**src/sv/tea_pkg.sv**
```systemverilog
// Package for the triangle edge adjacency unit: constants, types, commands.
package tea_pkg;

    localparam int MaxFaces = 1024;
    localparam int FaceW    = $clog2(MaxFaces);
    localparam int CountW   = FaceW + 1;
    localparam int VertW    = 16;
    localparam int NbrW     = 11;

    typedef enum logic {
        CMD_LOAD = 1'b0,
        CMD_READ = 1'b1
    } cmd_t;

    typedef enum logic [3:0] {
        ST_IDLE,
        ST_CLEAR,
        ST_FETCH_I,
        ST_WAIT_I,
        ST_EDGE,
        ST_FETCH_J,
        ST_WAIT_J,
        ST_CMP,
        ST_LINK,
        ST_RWAIT,
        ST_OUT
    } state_t;

    // Commands from controller to datapath.
    typedef struct packed {
        logic load_face;
        logic clr_count;
        logic clr_entry;
        logic rd_i;
        logic lat_i;
        logic rd_j;
        logic link;
        logic rd_req;
        logic out_load;
        logic set_i0;
        logic inc_i;
        logic set_k0;
        logic inc_k;
        logic set_j;
        logic inc_j;
        logic set_e0;
        logic inc_e;
    } cmd_bus_t;

    // Status from datapath to controller.
    typedef struct packed {
        logic i_done;
        logic k_last;
        logic k_matched;
        logic j_done;
        logic j_full_mask;
        logic e_hit;
        logic e_last;
    } sts_bus_t;

    function automatic logic [1:0] next_corner(input logic [1:0] k);
        case (k)
            2'd0:    next_corner = 2'd1;
            2'd1:    next_corner = 2'd2;
            default: next_corner = 2'd0;
        endcase
    endfunction

endpackage

```
**src/sv/tea_ctrl.sv**
```systemverilog
// Controller state machine of the triangle edge adjacency unit.
module tea_ctrl
    import tea_pkg::*;
(
    input  logic     aclk,
    input  logic     aresetn,
    input  logic     s_valid,
    output logic     s_ready,
    input  logic     s_command,
    input  logic     s_last_face,
    input  logic     out_busy,
    input  sts_bus_t sts,
    output cmd_bus_t cmd
);

    state_t state_reg, state_next;
    logic   done_reg, done_next;

    // State register
    always_ff @(posedge aclk) begin
        if (!aresetn) begin
            state_reg <= ST_IDLE;
            done_reg  <= 1'b0;
        end else begin
            state_reg <= state_next;
            done_reg  <= done_next;
        end
    end

    // Next state and commands
    always_comb begin
        state_next = state_reg;
        done_next  = done_reg;
        cmd        = '0;
        s_ready    = 1'b0;
        unique case (state_reg)
            ST_IDLE: begin
                s_ready = !out_busy;
                if (s_valid && !out_busy) begin
                    if (s_command == CMD_READ) begin
                        cmd.rd_req = 1'b1;
                        state_next = ST_RWAIT;
                    end else begin
                        cmd.clr_count = done_reg;
                        cmd.load_face = 1'b1;
                        done_next     = 1'b0;
                        if (s_last_face) begin
                            cmd.set_i0 = 1'b1;
                            state_next = ST_CLEAR;
                        end
                    end
                end
            end
            // Wipe adjacency of each loaded face
            ST_CLEAR: begin
                if (sts.i_done) begin
                    cmd.set_i0 = 1'b1;
                    state_next = ST_FETCH_I;
                end else begin
                    cmd.clr_entry = 1'b1;
                    cmd.inc_i     = 1'b1;
                end
            end
            ST_FETCH_I: begin
                if (sts.i_done) begin
                    done_next  = 1'b1;
                    state_next = ST_IDLE;
                end else begin
                    cmd.rd_i   = 1'b1;
                    state_next = ST_WAIT_I;
                end
            end
            ST_WAIT_I: begin
                cmd.lat_i  = 1'b1;
                cmd.set_k0 = 1'b1;
                state_next = ST_EDGE;
            end
            ST_EDGE: begin
                if (sts.k_matched) begin
                    if (sts.k_last) begin
                        cmd.inc_i  = 1'b1;
                        state_next = ST_FETCH_I;
                    end else begin
                        cmd.inc_k = 1'b1;
                    end
                end else begin
                    cmd.set_j  = 1'b1;
                    state_next = ST_FETCH_J;
                end
            end
            ST_FETCH_J: begin
                if (sts.j_done) begin
                    state_next = ST_EDGE;
                    if (sts.k_last) begin
                        cmd.inc_i  = 1'b1;
                        state_next = ST_FETCH_I;
                    end else begin
                        cmd.inc_k = 1'b1;
                    end
                end else begin
                    cmd.rd_j   = 1'b1;
                    state_next = ST_WAIT_J;
                end
            end
            ST_WAIT_J: begin
                cmd.set_e0 = 1'b1;
                state_next = ST_CMP;
            end
            ST_CMP: begin
                if (sts.j_full_mask) begin
                    cmd.inc_j  = 1'b1;
                    state_next = ST_FETCH_J;
                end else if (sts.e_hit) begin
                    state_next = ST_LINK;
                end else if (sts.e_last) begin
                    cmd.inc_j  = 1'b1;
                    state_next = ST_FETCH_J;
                end else begin
                    cmd.inc_e = 1'b1;
                end
            end
            // Link writes face j; on the last edge face i is written back from ST_EDGE
            ST_LINK: begin
                cmd.link   = 1'b1;
                state_next = ST_EDGE;
                if (!sts.k_last) begin
                    cmd.inc_k = 1'b1;
                end
            end
            ST_RWAIT: begin
                state_next = ST_OUT;
            end
            ST_OUT: begin
                cmd.out_load = 1'b1;
                state_next   = ST_IDLE;
            end
            default: state_next = ST_IDLE;
        endcase
    end

endmodule

```
**config.mk**
```make
export PLATFORM = sky130hd
export DESIGN_NAME = tea_ctrl
export DESIGN_NICKNAME = d
export VERILOG_FILES = /design/src/sv/tea_pkg.sv /design/src/sv/tea_ctrl.sv
export SDC_FILE = /design/constraint.sdc
export NUM_CORES = 1
export LEC_CHECK = 0
export BUFFER_PORTS_ARGS = -buffer_cell sky130_fd_sc_hd__buf_2
export CAP_MARGIN = 25
export CELL_PAD_IN_SITES_DETAIL_PLACEMENT = 1
export CELL_PAD_IN_SITES_GLOBAL_PLACEMENT = 2
export CORE_ASPECT_RATIO = 1.4
export CORE_MARGIN = 2
export CORE_UTILIZATION = 23
export DETAILED_ROUTE_END_ITERATION = 8
export PLACE_DENSITY = 0.87
export SLEW_MARGIN = 20
export SYNTH_ARGS = -nofsm -noshare
export SYNTH_HDL_FRONTEND = slang
export SYNTH_SLANG_ARGS = --single-unit
```
**constraint.sdc**
```tcl
create_clock -name aclk -period 4.2 [get_ports aclk]
set_clock_uncertainty 0.05 [all_clocks]
set_input_delay 0.84 -clock aclk [delete_from_list [all_inputs] [get_ports aclk]]
set_output_delay 0.84 -clock aclk [all_outputs]
set_load 0.03 [all_outputs]
```
Word level (Yosys, flattened, before mapping)
Index checks and enable logic that the tools add are counted.
{"block": "totals", "elab_cells": 82, "inputBits": 13, "out_inout_bits": 18, "reg_bits": 5}
{"block": "op_classes", "n_eq_ne": 17, "n_mux": 56, "n_reduce_logical": 7}
{"op": "1-bit two-way mux", "count": 36}
{"op": "4-bit two-way mux", "count": 9}
{"op": "4-bit case mux with 9 select lines", "count": 1}
{"op": "4-bit by 3-bit equality test with 1-bit output (second input constant)", "count": 4}
{"op": "4-bit equality test (second input constant)", "count": 3}
{"op": "4-bit by 2-bit equality test with 1-bit output (second input constant)", "count": 2}
{"op": "2-bit two-way mux", "count": 4}
{"op": "2-bit inequality test (second input constant)", "count": 4}
{"op": "3-bit two-way mux", "count": 2}
{"op": "3-bit inequality test (second input constant)", "count": 2}
{"op": "1-bit case mux with 3 select lines", "count": 2}
{"op": "5-bit AND reduction", "count": 1}
{"op": "4-bit by 1-bit equality test with 1-bit output (second input constant)", "count": 1}
{"op": "4-bit zero test", "count": 1}
{"op": "4-bit inequality test (second input constant)", "count": 1}
{"op": "1-bit case mux with 2 select lines", "count": 2}
{"op": "4-bit AND reduction", "count": 1}
{"op": "2-bit nonzero test", "count": 1}
{"op": "2-bit OR reduction", "count": 1}
{"op": "1-bit logical AND", "count": 1}
{"op": "1-bit zero test", "count": 1}

Logic depth before layout (Yosys ltp)
Gate-level depths: netlist of run 1.
{"block": "depth", "depth_word": 4, "ltp_mapped": 6, "ltp_nobuf": 5}

Worst setup path before layout of run 1
No wires, ideal clock.
{"block": "synth_path", "path_type": "input port to output port", "startpoint": "in out_busy", "endpoint": "out cmd[7] in the netlist's numbering", "arrival_time_ps": 2302, "n_path_buf": 0, "path_slack_ps": 1008, "cell_stages": 4, "required_time_ps": 3310, "path_cell_list": "nand2b_1 > nor3b_1 > nand2_1 > o21ai_0"}
{"element": "start: declaration", "line_no": "tea_ctrl.sv:11", "text": "input logic out_busy,"}
{"element": "end: declaration", "line_no": "tea_ctrl.sv:13", "text": "output cmd_bus_t cmd"}

==> results of run 1 <==
[per-stage QoR]
stage	setup WS [ns]	power (mW)	cell area (sq um)	instances
4_1_cts	1.330	0.4754	782.0	149
6_report	1.363	0.4705	782.0	149
3_5_place_dp	1.424	0.4190	755.7	145
5_1_grt	1.182	0.5110	782.0	149
3_3_place_gp	1.436	0.4128	755.7	145
2_1_floorplan	1.008	0.3610	603.1	85
[layer usage]
| layer | wire (um) | part of all wire [%] | global-route usage (%) | up-vias |
|---|---|---|---|---|
| met5 | 0 | 0 | 0 | - |
| met4 | 17 | 0.91 | 4.514 | 0 |
| met3 | 77 | 4.1 | 2.786 | 2 |
| met2 | 1000 | 54 | 23.65 | 25 |
| met1 | 768 | 41 | 14.43 | 347 |
| li1 | - | - | - | 362 |
[power by group through the flow]
| stage | registers [mW] | clock network (mW) | logic, mW |
|---|---|---|---|
| 2_1_floorplan | 0.0744 | 0 | 0.287 |
| 3_3_place_gp | 0.110 | 0 | 0.302 |
| 3_5_place_dp | 0.111 | 0 | 0.308 |
| 4_1_cts | 0.109 | 0.0575 | 0.309 |
| 5_1_grt | 0.114 | 0.0609 | 0.336 |
| 6_report | 0.109 | 0.0547 | 0.306 |
[cell usage in the layout (no fill, tap or decap), drive strengths merged, types with 3 or more instances in the layout]
cell type	count
nand2b	7
nor2b	5
inv	6
nor3	5
dfxtp	5
buf	30
nor2	6
nand2	6
a21oi	3
o21ai	5
clkbuf	4
[critical path: cells and delay by family, from the launching register on]
family	cells	cell delay, ns
buffers and inverters	1	0.19
flip-flops	1	0.46
AND/OR/NAND/NOR	3	1.06
[path summary, 6_finish.rpt]
path | end | slack (ns) | cells past startpoint
hold / removal | done_reg | 0.42 | 2
setup reg to reg | state_reg[2] | 2.33 | 4
setup / recovery | cmd[15] | 1.36 | 4
hold reg to reg | done_reg | 0.42 | 2
[cell families after synthesis]
logic type	after synthesis	synth area share, %
mux	1	1.660
simple gates	44	42.95
buf+inv	12	10.79
flops	5	16.60
compound gates	23	28.00
[final cells by class]
class / count / area, sq um
sequential: 5 / 100.1
timing repair buffer: 30 / 150.1
tap: 36 / 45.04
multi-input combinational: 68 / 437.9
clock buffer: 4 / 26.28
inverter: 6 / 22.52
fill: 348 / 1778
[Yosys cell counts (3+ instances only)]
cell	number
nand2b_1	7
inv_1	6
nand2_1	6
nor2_1	6
dfxtp_1	5
nor2b_1	5
nor3_1	5
o21ai_0	5
a21oi_1	3
==> results by group, run 1 <==
Power and ir drop
  • PwrDens: 601.7 nW/um^2
  • Worst vdd ir: 162.3 uV
  • Clock Power Share: 11.6%
  • P_leak: 0.3726 nW
  • Comb pwr share: 65.1%
  • Sw Ratio: 52.25%
  • Internal power: 0.2247 mW
  • Net Sw Power: 0.2458 mW
  • Seq pwr share: 23.3%

Setup path
  • Setup crit start kind: flop
  • CP cell instances: nor4_1, nor3b_1, and2_1, buf_2
  • Setup CP Type: reg -> out
  • Critical path's slowest cell: nor4_1
  • Critical Path Source: state_reg[1]
  • Origin of the critical flop-to-flop path: state_reg[1]
  • Worst-path fanout max: 16
  • CP required: 3.31 ns
  • Crit-path max cell delay: 0.48 ns
  • Crit. End Element: output port
  • Critical path arrival: 1.95 ns

Drt
  • Drt drc: 0
  • DR iter-0 viols: 9
  • Vias per cell: 4.940
  • Routed len/inst: 12.50 um
  • DR vias: 736
  • Final wirelength: 1863 um
  • Antenna viol nets, final: 0
  • Drt pass-1 iters: 4

Yosys
  • Syn. warnings: 0
  • Seq cells post-synth: 5
  • Area leader, netlist: dfxtp_1
  • Cell count after synthesis: 85
  • Number of synthesized flops with an enable pin: 0
  • Top cells by area, synth: dfxtp_1 17%, nand2b_1 7.3%, nor2b_1 5.2%
  • Top FF cell, synth: dfxtp_1
  • Avg Cell Area, Syn: 7.095 sq um
  • Syn Nets: 98
  • Yosys cell types: 37
  • Post-synth top area share: 16.60%
  • Ys async rst share: 0%
  • Synthesized cell area: 603.1 sq um
  • Sequential fraction of the synthesis area: 16.60%

Placed design
  • GP Congestion: 0.7758
  • PortBufs: 30
  • Detailed-placement wirelength estimate: 1543 um

Clock tree
  • Clk pin slew, worst setup/hold paths: 0.04 ns
  • Worst-skew pair later-pin latency: 0.24 ns
  • TritonCTS buffer count: 3
  • CTS tree: done
  • Clock root buffer: clkbuf_4
  • Hold-fix buffers at CTS: 0
  • H-tree depth: 1
  • Clock Sinks: 5
  • Post-cts repair resize count: 0
  • Maximum buffer depth of the clock tree: 2
  • Postcts setup bufs: 0

Timing
  • Post-route clock period utilization: 67.56%
  • Slew headroom: 66.43%
  • Tightest Pin Transition: 0.5028 ns
  • Setup violations, final: 0
  • RSZ-0062 raised after global routing: no
  • Setup TNS: 0 ns
  • Post-route minimum period: 2.837 ns
  • Hold slack: 0.4158 ns
  • FMAX: 352.4 MHz
  • Hold Violations, Final: 0
  • Slew Limit Fails: 0

Finish
  • Max FFs per register: 4
  • Nets: 127
  • Antenna cells: 0
  • Ratio of cells with drive above 1 in the final layout: 32.74%
  • Fin util: 30.55%
  • Area delta synth->final: 29.67%

Global route
  • Largest net degree at the start of global routing: 17
  • Vias in the first global route: 764
  • First-pass GRT wire length: 3125 um
  • Grt ovf: 0
  • GRT Total Usage: 13.24%
  • Initial antenna violation count: 0

Floorplanning
  • Initial core utilization: 23.56%
  • Io pins: 31
  • Die X: 47.28 um
  • Core Box Area: 2560 sq um
  • Die area: 3053 sq um
  • Row count: 22
  • DIE HEIGHT: 64.59 um

Run
  • Max_cap viols: 0

Min path
  • Worst hold start: done_reg
  • Min-delay worst type: reg -> reg

Status
  • Outcome: finished, final reports clean
Power figures use the tool's default switching activity.
==> run 2: changes to the inputs <==
Settings changed: CORE_UTILIZATION 23 to 20, PLACE_DENSITY 0.87 to 0.81.
Clock period 4.2 ns to 2.5 ns, I/O delays scaled along.
==> results by group, run 2 (synthesized netlist as in run 1, its figures left out) <==
Floorplanning
  • Core Box Area: 2878 sq um (was 2560 sq um)
  • Io pins: 31 (unchanged)
  • Die area: 3477 sq um (was 3053 sq um)
  • DIE HEIGHT: 68.98 um (was 64.59 um)
  • Row count: 23 (was 22)
  • Die X: 50.41 um (was 47.28 um)
  • Initial core utilization: 20.96% (was 23.56%)

Finish
  • Max FFs per register: 4 (unchanged)
  • Ratio of cells with drive above 1 in the final layout: 35.96% (was 32.74%)
  • Final-layout fill cell count: 373 (was 348)
  • Area delta synth->final: 37.76% (was 29.67%)
  • Nets: 128 (was 127)
  • Antenna cells: 0 (unchanged)
  • Design area: 830.8 sq um (was 782.0 sq um)
  • Finished Layout Cells: 151 (was 149)
  • Fin util: 28.87% (was 30.55%)
  • Area occupied by multi-input gates: 457.9 sq um (was 437.9 sq um)
  • Commonest non-fill, non-tap cells in the layout: 30 x buf_2, 7 x nand2b_1, 6 x inv_1, 6 x nor2_1, 6 x nand2_1 (unchanged)
  • Commonest non-fill, non-tap cell in the layout: buf_2 (unchanged)
  • Reg area: 101.3 sq um (was 100.1 sq um)

Placed design
  • Post-DP Area: 769.5 sq um (was 755.7 sq um)
  • Pre-CTS setup slack: 0.2650 ns (was 1.424 ns)
  • GP Congestion: 0.7628 (was 0.7758)
  • PortBufs: 30 (unchanged)
  • Placed Cells: 147 (was 145)
  • Detailed-placement wirelength estimate: 1700 um (was 1543 um)

Timing
  • Post-route clock period utilization: 94.74%
  • Setup ws final: 0.1316 ns (was 1.363 ns)
  • Setup TNS: 0 ns (unchanged)
  • FMAX: 422.2 MHz
  • RSZ-0062 raised after global routing: no (unchanged)
  • Hold slack: 0.4163 ns (was 0.4158 ns)
  • Post-route minimum period: 2.368 ns
  • Slew headroom: 72.14% (was 66.43%)
  • Slew Limit Fails: 0 (unchanged)
  • Tightest Pin Transition: 0.4173 ns (was 0.5028 ns)
  • Hold Violations, Final: 0 (unchanged)
  • Setup violations, final: 0 (unchanged)

Power and ir drop
  • Worst vdd ir: 443.5 uV (was 162.3 uV)
  • Sw Ratio: 50.23% (was 52.25%)
  • PwrDens: 1095 nW/um^2 (was 601.7 nW/um^2)
  • Post-layout power: 0.9096 mW (was 0.4705 mW)
  • Net Sw Power: 0.4569 mW (was 0.2458 mW)
  • Comb pwr share: 62.7% (was 65.1%)
  • Seq pwr share: 20.5% (was 23.3%)
  • Clock Power Share: 16.8% (was 11.6%)
  • P_leak: 0.3926 nW (was 0.3726 nW)
  • Internal power: 0.4528 mW (was 0.2247 mW)

Drt
  • Routed len/inst: 14.17 um (was 12.50 um)
  • DR iter-0 viols: 9 (unchanged)
  • Final wirelength: 2140 um (was 1863 um)
  • DR vias: 747 (was 736)
  • Drt pass-1 iters: 4 (unchanged)
  • Drt drc: 0 (unchanged)
  • Vias per cell: 4.947 (was 4.940)
  • Antenna viol nets, final: 0 (unchanged)

Clock tree
  • Clock root buffer: clkbuf_8 (was clkbuf_4)
  • TritonCTS buffer count: 3 (unchanged)
  • Postcts setup bufs: 0 (unchanged)
  • CTS tree: done (unchanged)
  • Clk pin slew, worst setup/hold paths: 0.04 ns (about the same)
  • H-tree depth: 1 (unchanged)
  • Maximum buffer depth of the clock tree: 2 (unchanged)
  • Worst-skew pair later-pin latency: 0.22 ns (was 0.24 ns)
  • Hold-fix buffers at CTS: 0 (unchanged)
  • Clock Sinks: 5 (unchanged)

Setup path
  • Critical path arrival: 1.82 ns (was 1.95 ns)
  • Setup crit start kind: flop (unchanged)
  • Crit. End Element: output port (unchanged)
  • Worst-path fanout max: 10 (was 16)
  • CP required: 1.95 ns (was 3.31 ns)
  • Setup CP Type: reg -> out (unchanged)

Global route
  • Initial antenna violation count: 0 (unchanged)
  • Vias in the first global route: 783 (was 764)
  • Grt ovf: 0 (unchanged)
  • First-pass GRT wire length: 3643 um (was 3125 um)
  • GRT Total Usage: 13.90% (was 13.24%)
  • Largest net degree at the start of global routing: 17 (unchanged)

Run
  • Max_cap viols: 0 (unchanged)

Status
  • Outcome: finished, final reports clean (unchanged)

Min path
  • Min-delay worst type: reg -> reg (unchanged)
run 2: cell count changes in the layout (fill, tap and decap cells not counted), sizes merged:
cell,before,now
buf,30,31
run 2: final timing paths:
check | start | end | slack (ns) | cells after the start
max | state_reg[0] | cmd[6] | 0.13 | 5
min | done_reg | done_reg | 0.42 | 2
max reg2reg | state_reg[3] | state_reg[2] | 0.60 | 4
min reg2reg | done_reg | done_reg | 0.42 | 2
run 2: repair_timing:
item,CTS,global route
endpoints found under the setup margin,0,4
resized for setup,0,3
endpoints found under the hold margin,0,0
run 2: worst max-delay path, stage by stage (launching register included):
cell,delay (ns)
dfxtp_1,0.52
or4b_1,0.52
nand2b_1,0.20
inv_1,0.09
a21o_1,0.08
buf_2,0.18
run 2: cell type report:
type | count | share of cell area, %
multi-input cells | 68 | 55.12
repair buffers | 31 | 18.98
inverters | 6 | 2.711
well taps | 37 | 5.572
clock buffers | 4 | 5.422
flip-flops and latches | 5 | 12.20
run 2: power groups by stage:
stage / sequential [mW] / clock, mW / combinational (mW)
global placement: 0.169 / 0 / 0.542
global route: 0.193 / 0.170 / 0.625
detailed placement: 0.170 / 0 / 0.553
floorplan: 0.125 / 0 / 0.483
CTS: 0.170 / 0.157 / 0.556
finish: 0.186 / 0.153 / 0.570
run 2: per-layer routing:
| metal | wire [um] | vias to the layer above | GRT usage (%) |
|---|---|---|---|
| li1 | - | 368 | - |
| met1 | 955 | 351 | 15.52 |
| met2 | 1051 | 24 | 25.82 |
| met3 | 105 | 4 | 2.371 |
| met4 | 28 | 0 | 6.081 |
| met5 | 0 | - | 0 |
==> run 3: changes to the inputs <==
Settings changed: ABC_AREA from default to 1, CORE_UTILIZATION 20 to 17, SKIP_CTS_REPAIR_TIMING from default to 1.
==> results by group, run 3 <==
Global route
  • Initial antenna violation count: 0 (unchanged)
  • Vias in the first global route: 796 (was 783)
  • Grt ovf: 0 (unchanged)
  • GRT Total Usage: 12.03% (was 13.90%)
  • Largest net degree at the start of global routing: 7 (was 17)
  • First-pass GRT wire length: 3374 um (was 3643 um)

Yosys
  • Synth Area in XOR/XNOR: 0% (unchanged)
  • Top cells by area, synth: nand2_1 20%, inv_1 19%, dfxtp_1 18% (was dfxtp_1 17%, nand2b_1 7.3%, nor2b_1 5.2%)
  • Sequential fraction of the synthesis area: 17.90% (was 16.60%)
  • Area leader, netlist: nand2_1 (was dfxtp_1)
  • Top FF cell, synth: dfxtp_1 (unchanged)
  • Synth Area in Simple Gates: 50.78% (was 42.95%)
  • Main combinational cell family by area after synthesis: simple AND/OR/NAND/NOR gates (unchanged)
  • Ys async rst share: 0% (unchanged)
  • Cell count after synthesis: 111 (was 85)
  • Syn. warnings: 0 (unchanged)
  • Top cells by count, synth: 30 x nand2_1, 29 x inv_1, 14 x nor2_1 (was 7 x nand2b_1, 6 x inv_1, 6 x nand2_1, 6 x nor2_1)
  • Post-synth top area share: 20.13% (was 16.60%)
  • Post-synthesis mux area share: 0% (was 1.660%)
  • Post-synthesis adder-cell area fraction: 0% (unchanged)
  • Avg Cell Area, Syn: 5.039 sq um (was 7.095 sq um)
  • Yosys cell types: 16 (was 37)
  • Syn Nets: 124 (was 98)
  • Number of synthesized flops with an enable pin: 0 (unchanged)
  • Most common cell in the netlist: nand2_1 (was nand2b_1)
  • Post-synthesis compound-gate area fraction: 10.51% (was 28.01%)
  • Synthesized cell area: 559.3 sq um (was 603.1 sq um)
  • Seq cells post-synth: 5 (unchanged)

Run
  • Max_cap viols: 0 (unchanged)

Timing
  • FMAX: 445.8 MHz (was 422.2 MHz)
  • Hold Violations, Final: 0 (unchanged)
  • Setup ws final: 0.2566 ns (was 0.1316 ns)
  • Setup TNS: 0 ns (unchanged)
  • Slew Limit Fails: 0 (unchanged)
  • Hold slack: 0.4135 ns (was 0.4163 ns)
  • Post-route clock period utilization: 89.74% (was 94.74%)
  • Slew headroom: 73.37% (was 72.14%)
  • Setup violations, final: 0 (unchanged)
  • Post-route minimum period: 2.243 ns (was 2.368 ns)
  • RSZ-0062 raised after global routing: no (unchanged)
  • Tightest Pin Transition: 0.3980 ns (was 0.4173 ns)

Clock tree
  • CTS tree: done (unchanged)
  • Clock Sinks: 5 (unchanged)
  • Worst-skew pair later-pin latency: 0.23 ns (was 0.22 ns)
  • Clock root buffer: clkbuf_8 (unchanged)
  • Maximum buffer depth of the clock tree: 2 (unchanged)
  • H-tree depth: 1 (unchanged)
  • Clk pin slew, worst setup/hold paths: 0.04 ns (about the same)
  • TritonCTS buffer count: 3 (unchanged)

Finish
  • Design area: 795.8 sq um (was 830.8 sq um)
  • Finished Layout Cells: 183 (was 151)
  • Fin util: 25.48% (was 28.87%)
  • Ratio of cells with drive above 1 in the final layout: 27.08% (was 35.96%)
  • Max FFs per register: 4 (unchanged)
  • Commonest non-fill, non-tap cells in the layout: 30 x nand2_1, 30 x buf_2, 29 x inv_1 (was 30 x buf_2, 7 x nand2b_1, 6 x inv_1, 6 x nor2_1, 6 x nand2_1)
  • Area delta synth->final: 42.28% (was 37.76%)
  • Nets: 158 (was 128)
  • Antenna cells: 0 (unchanged)

Placed design
  • Detailed-placement wirelength estimate: 1683 um (was 1700 um)
  • Pre-CTS setup slack: 0.4805 ns (was 0.2650 ns)
  • PortBufs: 30 (unchanged)
  • GP Congestion: 0.7325 (was 0.7628)
  • Placed Cells: 179 (was 147)
  • Post-DP Area: 750.7 sq um (was 769.5 sq um)

Setup path
  • CP cell instances: nor2_1, nand2_2, inv_1, nand3_1, inv_1, nand2_1, nand2_1, buf_2 (was or4b_1, nand2b_1, inv_1, a21o_1, buf_2)
  • Setup crit start kind: flop (unchanged)
  • Crit. End Element: output port (unchanged)
  • Crit-path leading delay family: simple AND/OR/NAND/NOR gates (unchanged)
  • CP required: 1.95 ns (about the same)
  • Critical path arrival: 1.69 ns (was 1.82 ns)
  • Setup CP Type: reg -> out (unchanged)
  • Critical path's slowest cell: dfxtp_1 (unchanged)
  • Crit-path max cell delay: 0.35 ns (was 0.52 ns)
  • Worst-path fanout max: 6 (was 10)
  • Critical path buffers and inverters: 3 (was 2)

Drt
  • DR vias: 751 (was 747)
  • Drt pass-1 iters: 2 (was 4)
  • Routed len/inst: 10.58 um (was 14.17 um)
  • Vias per cell: 4.104 (was 4.947)
  • Drt drc: 0 (unchanged)
  • DR iter-0 viols: 18 (was 9)
  • Final wirelength: 1936 um (was 2140 um)
  • Antenna viol nets, final: 0 (unchanged)

Floorplanning
  • Die X: 52.48 um (was 50.41 um)
  • Initial core utilization: 17.91% (was 20.96%)
  • Die area: 3771 sq um (was 3477 sq um)
  • Io pins: 31 (unchanged)
  • DIE HEIGHT: 71.87 um (was 68.98 um)
  • Core Box Area: 3123 sq um (was 2878 sq um)
  • Row count: 24 (was 23)

Min path
  • Min-delay worst type: reg -> reg (unchanged)

Power and ir drop
  • PwrDens: 742.4 nW/um^2 (was 1095 nW/um^2)
  • Worst vdd ir: 377.9 uV (was 443.5 uV)
  • P_leak: 0.5369 nW (was 0.3926 nW)
  • Post-layout power: 0.5908 mW (was 0.9096 mW)

Status
  • Outcome: finished, final reports clean (unchanged)
run 3: changes by cell type in the layout (fill, tap and decap cells not counted), sizes merged, moves of 3 or more:
cell,previous run,this run
o21ai,5,2
a21oi,3,7
nor2,6,16
nor2b,5,0
nand3,0,12
nor3,5,2
nand2b,7,0
inv,6,29
nand2,6,32
run 3: routing by layer:
| layer | global-route usage [%] | wire length [um] | vias up |
|---|---|---|---|
| met2 | 19.86 | 926 | 28 |
| met5 | 0 | 0 | - |
| li1 | - | - | 398 |
| met4 | 7.977 | 34 | 0 |
| met1 | 13.61 | 853 | 323 |
| met3 | 2.292 | 121 | 2 |
run 3: cells by family (layout without fill, tap and decap cells):
group | Yosys count | after routing
buffers and inverters | 30 | 63
and+or+nand+nor | 65 | 65
DFF | 5 | 5
AOI/OAI and AO/OA | 11 | 11
run 3: worst paths after layout:
| kind | slack, ns | end | startpoint | cells past startpoint |
|---|---|---|---|---|
| setup / recovery | 0.26 | cmd[7] | state_reg[3] | 8 |
| hold / removal | 0.41 | done_reg | done_reg | 2 |
| setup reg to reg | 1.00 | state_reg[0] | state_reg[3] | 6 |
| hold reg to reg | 0.41 | done_reg | done_reg | 2 |
run 3: area by class of cell:
type	instances	area, sq um
inverters	29	108.9
flip-flops and latches	5	100.1
clock buffers	4	45.04
multi-input cells	76	342.8
repair buffers	30	150.1
fillers	445	2327
well taps	39	48.80
run 3: tightest hold or removal path, delay by kind of cell, from the launching register on:
kind / cells / cell delay, ns
AND/OR/NAND/NOR: 1 / 0.06
AO/OA/AOI/OAI: 1 / 0.05
flip-flops: 1 / 0.30
run 3: where the power goes:
| part | leakage, nW | switching [mW] | internal, mW |
|---|---|---|---|
| clock network | 0.0228 | 0.0498 | 0.110 |
| registers | 0.0406 | 0.0197 | 0.0955 |
| logic | 0.474 | 0.224 | 0.0913 |
